File: config.mk
export PLATFORM = sky130hd
export DESIGN_NAME = lsh_ctrl
export DESIGN_NICKNAME = d
export VERILOG_FILES = /design/src/rtl/core/lsh_pkg.sv /design/src/rtl/core/lsh_ctrl.sv
export SDC_FILE = /design/constraint.sdc
export NUM_CORES = 1
export LEC_CHECK = 0
export BUFFER_PORTS_ARGS = -buffer_cell sky130_fd_sc_hd__buf_2
export CAP_MARGIN = 15
export CORE_UTILIZATION = 25
export DETAILED_ROUTE_END_ITERATION = 6
export GPL_TIMING_DRIVEN = 0
export HOLD_SLACK_MARGIN = 0.05
export SLEW_MARGIN = 25
export SYNTH_ARGS = -nofsm -noshare
export SYNTH_HDL_FRONTEND = slang
export SYNTH_SLANG_ARGS = --single-unit
File: constraint.sdc
create_clock -name clk -period 2.85 [get_ports clk]
set_input_delay 0.57 -clock clk [delete_from_list [all_inputs] [get_ports clk]]
set_output_delay 0.57 -clock clk [all_outputs]
set_load 0.02 [all_outputs]
File: src/rtl/core/lsh_pkg.sv
// ----------------------------------------------------------------------------
// lsh_pkg
// Shared types, constants and helpers for the LSH-512 hash engine.
// ----------------------------------------------------------------------------
package lsh_pkg;

    localparam int NSTEPS = 28;

    localparam logic [63:0] SC_INIT [8] = '{
        64'h97884283c938982a, 64'hba1fca93533e2355,
        64'hc519a2e87aeb1c03, 64'h9a0fc95462af17b1,
        64'hfc3dda8ab019a82b, 64'h02825d079a895407,
        64'h79f2d0a7ee06a6f7, 64'hd76d15eed9fdf5fe
    };
    localparam int GAM [8]  = '{0, 16, 32, 48, 8, 24, 40, 56};
    localparam int SIG [16] = '{6, 4, 5, 7, 12, 15, 14, 13, 2, 0, 1, 3, 8, 11, 10, 9};
    localparam int TAU [16] = '{3, 2, 0, 1, 7, 4, 5, 6, 11, 10, 8, 9, 15, 12, 13, 14};

    localparam int ROT_A_EVEN = 23;
    localparam int ROT_B_EVEN = 59;
    localparam int ROT_A_ODD  = 7;
    localparam int ROT_B_ODD  = 3;
    localparam int SC_ROT     = 8;

    localparam logic [63:0] IV_WORD0   = 64'd64;
    localparam logic [7:0]  PAD_BYTE   = 8'h80;
    localparam logic [9:0]  BITS_MAX   = 10'd512;
    localparam logic [9:0]  BITS_MIN   = 10'd8;
    localparam logic [3:0]  FULL_COUNT = 4'd8;

    typedef enum logic [3:0] {
        ST_IDLE,
        ST_IV_START,
        ST_IV_RUN,
        ST_BYTE,
        ST_BLK_START,
        ST_BLK_RUN,
        ST_PAD,
        ST_FIN_START,
        ST_FIN_RUN,
        ST_OUT
    } state_t;

    typedef enum logic [1:0] {
        WSEL_DATA,
        WSEL_PARTIAL,
        WSEL_PAD
    } wsel_t;

    typedef struct packed {
        logic  latch;
        logic  iv_start;
        logic  blk_start;
        logic  final_blk;
        logic  write;
        wsel_t wsel;
        logic  advance;
        logic  pos_clear;
        logic  out_clear;
        logic  out_next;
    } cmd_t;

    typedef struct packed {
        logic eom;
        logic partial;
        logic full;
        logic done;
        logic last;
    } status_t;

    function automatic logic [63:0] rotl64(input logic [63:0] x, input int r);
        logic [63:0] res;
        if ((r % 64) == 0)
            res = x;
        else
            res = (x << (r % 64)) | (x >> (64 - (r % 64)));
        return res;
    endfunction

    function automatic logic [9:0] clamp_bits(input logic [9:0] b);
        logic [9:0] res;
        if (b > BITS_MAX)
            res = BITS_MAX;
        else if (b < BITS_MIN)
            res = BITS_MIN;
        else
            res = b;
        return res;
    endfunction

endpackage

File: src/rtl/core/lsh_ctrl.sv
// ----------------------------------------------------------------------------
// lsh_ctrl
// Sequencer: request intake, IV load, block compression, padding, digest out.
// ----------------------------------------------------------------------------
module lsh_ctrl (
    input  logic             clk,
    input  logic             rst_n,
    input  logic             in_valid,
    output logic             in_ready,
    output logic             out_valid,
    input  logic             out_ready,
    input  lsh_pkg::status_t status,
    output lsh_pkg::cmd_t    cmd
);
    import lsh_pkg::*;

    state_t state_reg, state_next;
    logic   open_reg, open_next;

    always_ff @(posedge clk or negedge rst_n)
    begin
        if (!rst_n)
        begin
            state_reg <= ST_IDLE;
            open_reg  <= 1'b0;
        end
        else
        begin
            state_reg <= state_next;
            open_reg  <= open_next;
        end
    end

    always_comb
    begin
        state_next = state_reg;
        open_next  = open_reg;
        cmd        = '0;
        cmd.wsel   = WSEL_DATA;
        in_ready   = 1'b0;
        out_valid  = 1'b0;
        case (state_reg)
            ST_IDLE:
            begin
                in_ready = 1'b1;
                if (in_valid)
                begin
                    cmd.latch = 1'b1;
                    if (!open_reg)
                    begin
                        cmd.pos_clear = 1'b1;
                        open_next     = 1'b1;
                        state_next    = ST_IV_START;
                    end
                    else
                        state_next = ST_BYTE;
                end
            end
            ST_IV_START:
            begin
                cmd.iv_start = 1'b1;
                state_next   = ST_IV_RUN;
            end
            ST_IV_RUN:
                if (status.done)
                    state_next = ST_BYTE;
            ST_BYTE:
            begin
                cmd.write = 1'b1;
                if (status.partial)
                begin
                    cmd.wsel   = WSEL_PARTIAL;
                    state_next = ST_FIN_START;
                end
                else
                begin
                    cmd.wsel    = WSEL_DATA;
                    cmd.advance = 1'b1;
                    if (status.full)
                        state_next = ST_BLK_START;
                    else if (status.eom)
                        state_next = ST_PAD;
                    else
                        state_next = ST_IDLE;
                end
            end
            ST_BLK_START:
            begin
                cmd.blk_start = 1'b1;
                state_next    = ST_BLK_RUN;
            end
            ST_BLK_RUN:
                if (status.done)
                    state_next = status.eom ? ST_PAD : ST_IDLE;
            ST_PAD:
            begin
                cmd.write  = 1'b1;
                cmd.wsel   = WSEL_PAD;
                state_next = ST_FIN_START;
            end
            ST_FIN_START:
            begin
                cmd.blk_start = 1'b1;
                cmd.final_blk = 1'b1;
                state_next    = ST_FIN_RUN;
            end
            ST_FIN_RUN:
                if (status.done)
                begin
                    cmd.pos_clear = 1'b1;
                    cmd.out_clear = 1'b1;
                    open_next     = 1'b0;
                    state_next    = ST_OUT;
                end
            ST_OUT:
            begin
                out_valid = 1'b1;
                if (out_ready)
                begin
                    cmd.out_next = 1'b1;
                    if (status.last)
                        state_next = ST_IDLE;
                end
            end
            default:
                state_next = ST_IDLE;
        endcase
    end

endmodule

==> results.sh <==
export IMPL_status="completed"
export IMPL_instances_no_fill=121
export IMPL_antenna_cells=0
export IMPL_fin_skew_ps=1.52
export IMPL_grt_usage_pct=12.7
export IMPL_place_area_um2=676
export IMPL_synth_cells=69
export IMPL_synth_mux_area_fraction_pct=1.86
export IMPL_finalSetupTns_ps=0
export IMPL_synth_compound_area_share_pct=28.0
export IMPL_vias=614
export IMPL_drive_gt1_share_pct=34.0
export IMPL_relSlewSlack_pct=73.4
export IMPL_yosys_register_bits=5
export IMPL_die_w_um=48.3
export IMPL_synth_xor_area_share_pct=1.63
export IMPL_cp_max_fo=6
export IMPL_ff2ff_path_depth=5
export IMPL_clock_latency_ps=250
export IMPL_layout_min_cycle_time_ps=2010
export IMPL_synth_top_family_by_area="simple AND/OR/NAND/NOR gates"
export IMPL_final_common_cell="buf_2"
export IMPL_p_per_area_nw_per_um2=1190
export IMPL_largest_reg_flops=4
export IMPL_cts_made_buffers=3
export IMPL_finalMaxSlewViolations=0
export IMPL_area_delta_synth_final_pct=30.8
export IMPL_netlist_area_um2=537
export IMPL_synthFlopType="dfrtp_1"
export IMPL_drtAntennaViolNets=0
export IMPL_grt_setup_unrepaired="no"
export IMPL_start_util_pct=27.1
export IMPL_htreeDepth=1
export IMPL_clockRootBuffer="clkbuf_4"
export IMPL_worst_pin_slew_ps=395
export IMPL_holdWs_ps=124
export IMPL_fin_area_um2=702
export IMPL_routabilityCongestion=0.887
export IMPL_via_per_inst=5.07
export IMPL_ctsHoldBuffers=0
export IMPL_syn_num_nets=78
export IMPL_post_cts_buffers=0
export IMPL_yosys_warnings=0
export IMPL_ios=22
export IMPL_fp_row_count=16
export IMPL_timing_worst_setup_path_type="register to output port"
export IMPL_path_clk_slew_ps=40
export IMPL_critPathCaptureType="output port"
export IMPL_cp_cell_sequence="or2_4, nor2_1, and2_1, buf_2"
export IMPL_ys_types=33
export IMPL_drt_pass1_iterations=4
export IMPL_setup_worst_path_start_class="register"
export IMPL_ir_drop_mv=0.394
export IMPL_core_area_um2=1980
export IMPL_dpl_worst_slack_ps=1110
export IMPL_area_sequential_um2=125
export IMPL_hpwl_mm=1.09
export IMPL_dpl_cell_count=117
export IMPL_period_share_pct=70.6
export IMPL_grt_overflow_total=0
export IMPL_ys_seq_area_share_pct=23.3
export IMPL_worst_slack_ps=838
export IMPL_die_h_um=48.3
export IMPL_wirelength_mm=1.42
export IMPL_max_freq_mhz=497
export IMPL_antenna_found_initial=0
export IMPL_cts_sinks=5
export IMPL_grt_pass1_wl_mm=2.28
export IMPL_port_buffer_count=21
export IMPL_multi_input_area_um2=365
export IMPL_cts_resized=0
export IMPL_slowest_stage="dfrtp_1"
export IMPL_dr_first_iter_drc_count=27
export IMPL_synthSimpleGateAreaFrac_pct=36.6
export IMPL_drv_cap=0
export IMPL_min_path_type="input port to async pin"
export IMPL_grt_max_degree=11
export IMPL_synth_edf_count=0
export IMPL_worstPathArrival_ps=1440
export IMPL_synthArstFlopShare_pct=100
export IMPL_nNetsFinal=104
export IMPL_nFillCells=207
export IMPL_p_total_mw=0.834
export IMPL_drc_errors=0
export IMPL_avgSynthCellArea_um2=7.78
export IMPL_synth_adder_area_share_pct=0
export IMPL_final_cell_mix="22 x buf_2, 9 x nor2_1, 5 x nor3_1, 5 x dfrtp_1"
export IMPL_grt_pass1_vias=505
export IMPL_critPathMaxStageDelay_ps=440
export IMPL_p_leak_nw=0.319
export IMPL_dieArea_um2=2340
export IMPL_utilization_pct=35.4
export IMPL_cp_required_ps=2280
export IMPL_wl_per_cell_um=11.7
export IMPL_setup_viol=0
export IMPL_cts_tree="built"
export IMPL_hold_viol_final=0
export IMPL_cts_buffer_depth=2
==> kinds of logic after synthesis <==
kind of cell,Yosys count
xor+xnor,1
mux,1
flops,5
simple gates,35
compound gates,20
buf+inv,7
==> worst paths after layout <==
| path | start | to | slack [ps] |
|---|---|---|---|
| worst min register to register | open_reg | open_reg | 560 |
| worst max register to register | state_reg[2] | state_reg[0] | 1500 |
| worst max-delay path | state_reg[3] | cmd[4] | 840 |
| max in group asynchronous | rst_n | state_reg[0] | 2600 |
| min in group clk | open_reg | open_reg | 560 |
| worst min-delay path | rst_n | open_reg | 120 |
==> where the power goes <==
group | switching [mW] | total (mW) | internal [mW]
clock | 0.0304 | 0.0835 | 0.0530
combinational | 0.350 | 0.608 | 0.259
sequential | 0.0393 | 0.142 | 0.103
==> area by class of cell <==
class,instances,share of cell area (%)
plain buffers,5,5.53
clock buffers,4,3.74
inverters,2,1.07
multi-input cells,57,52.0
flip-flops and latches,5,17.8
well taps,27,4.81
repair buffers,21,15.0
==> per-layer routing <==
| metal | vias up | GRT usage, % | routed length (µm) |
|---|---|---|---|
| li1 | 307 | - | - |
| met1 | 274 | 16.5 | 656 |
| met2 | 30 | 18.3 | 637 |
| met3 | 3 | 3.14 | 96 |
| met4 | 0 | 8.82 | 25 |
| met5 | - | 0 | 0 |
==> synth_stat cells (2+ instances only) <==
cell | instances | area (µm²)
o21ai_1 | 2 | 10.0
a2bb2oi_2 | 2 | 30.0
dfrtp_1 | 5 | 125
a21oi_1 | 3 | 15.0
buf_4 | 3 | 22.5
and2_1 | 2 | 12.5
a22oi_1 | 2 | 15.0
inv_1 | 2 | 7.51
nand3b_1 | 2 | 15.0
o21ai_0 | 2 | 10.0
nor3_1 | 5 | 25.0
nand2b_1 | 4 | 25.0
a31oi_1 | 3 | 18.8
nand4b_1 | 2 | 17.5
nand2_1 | 4 | 15.0
nor2_1 | 9 | 33.8
==> critical path, delay by kind of cell, from the launching register on <==
kind,cells,cell delay (ps)
and+or+nand+nor,3,610
DFF,1,440
buffers and inverters,1,150
Note: power is estimated with default switching activity, not from simulation.
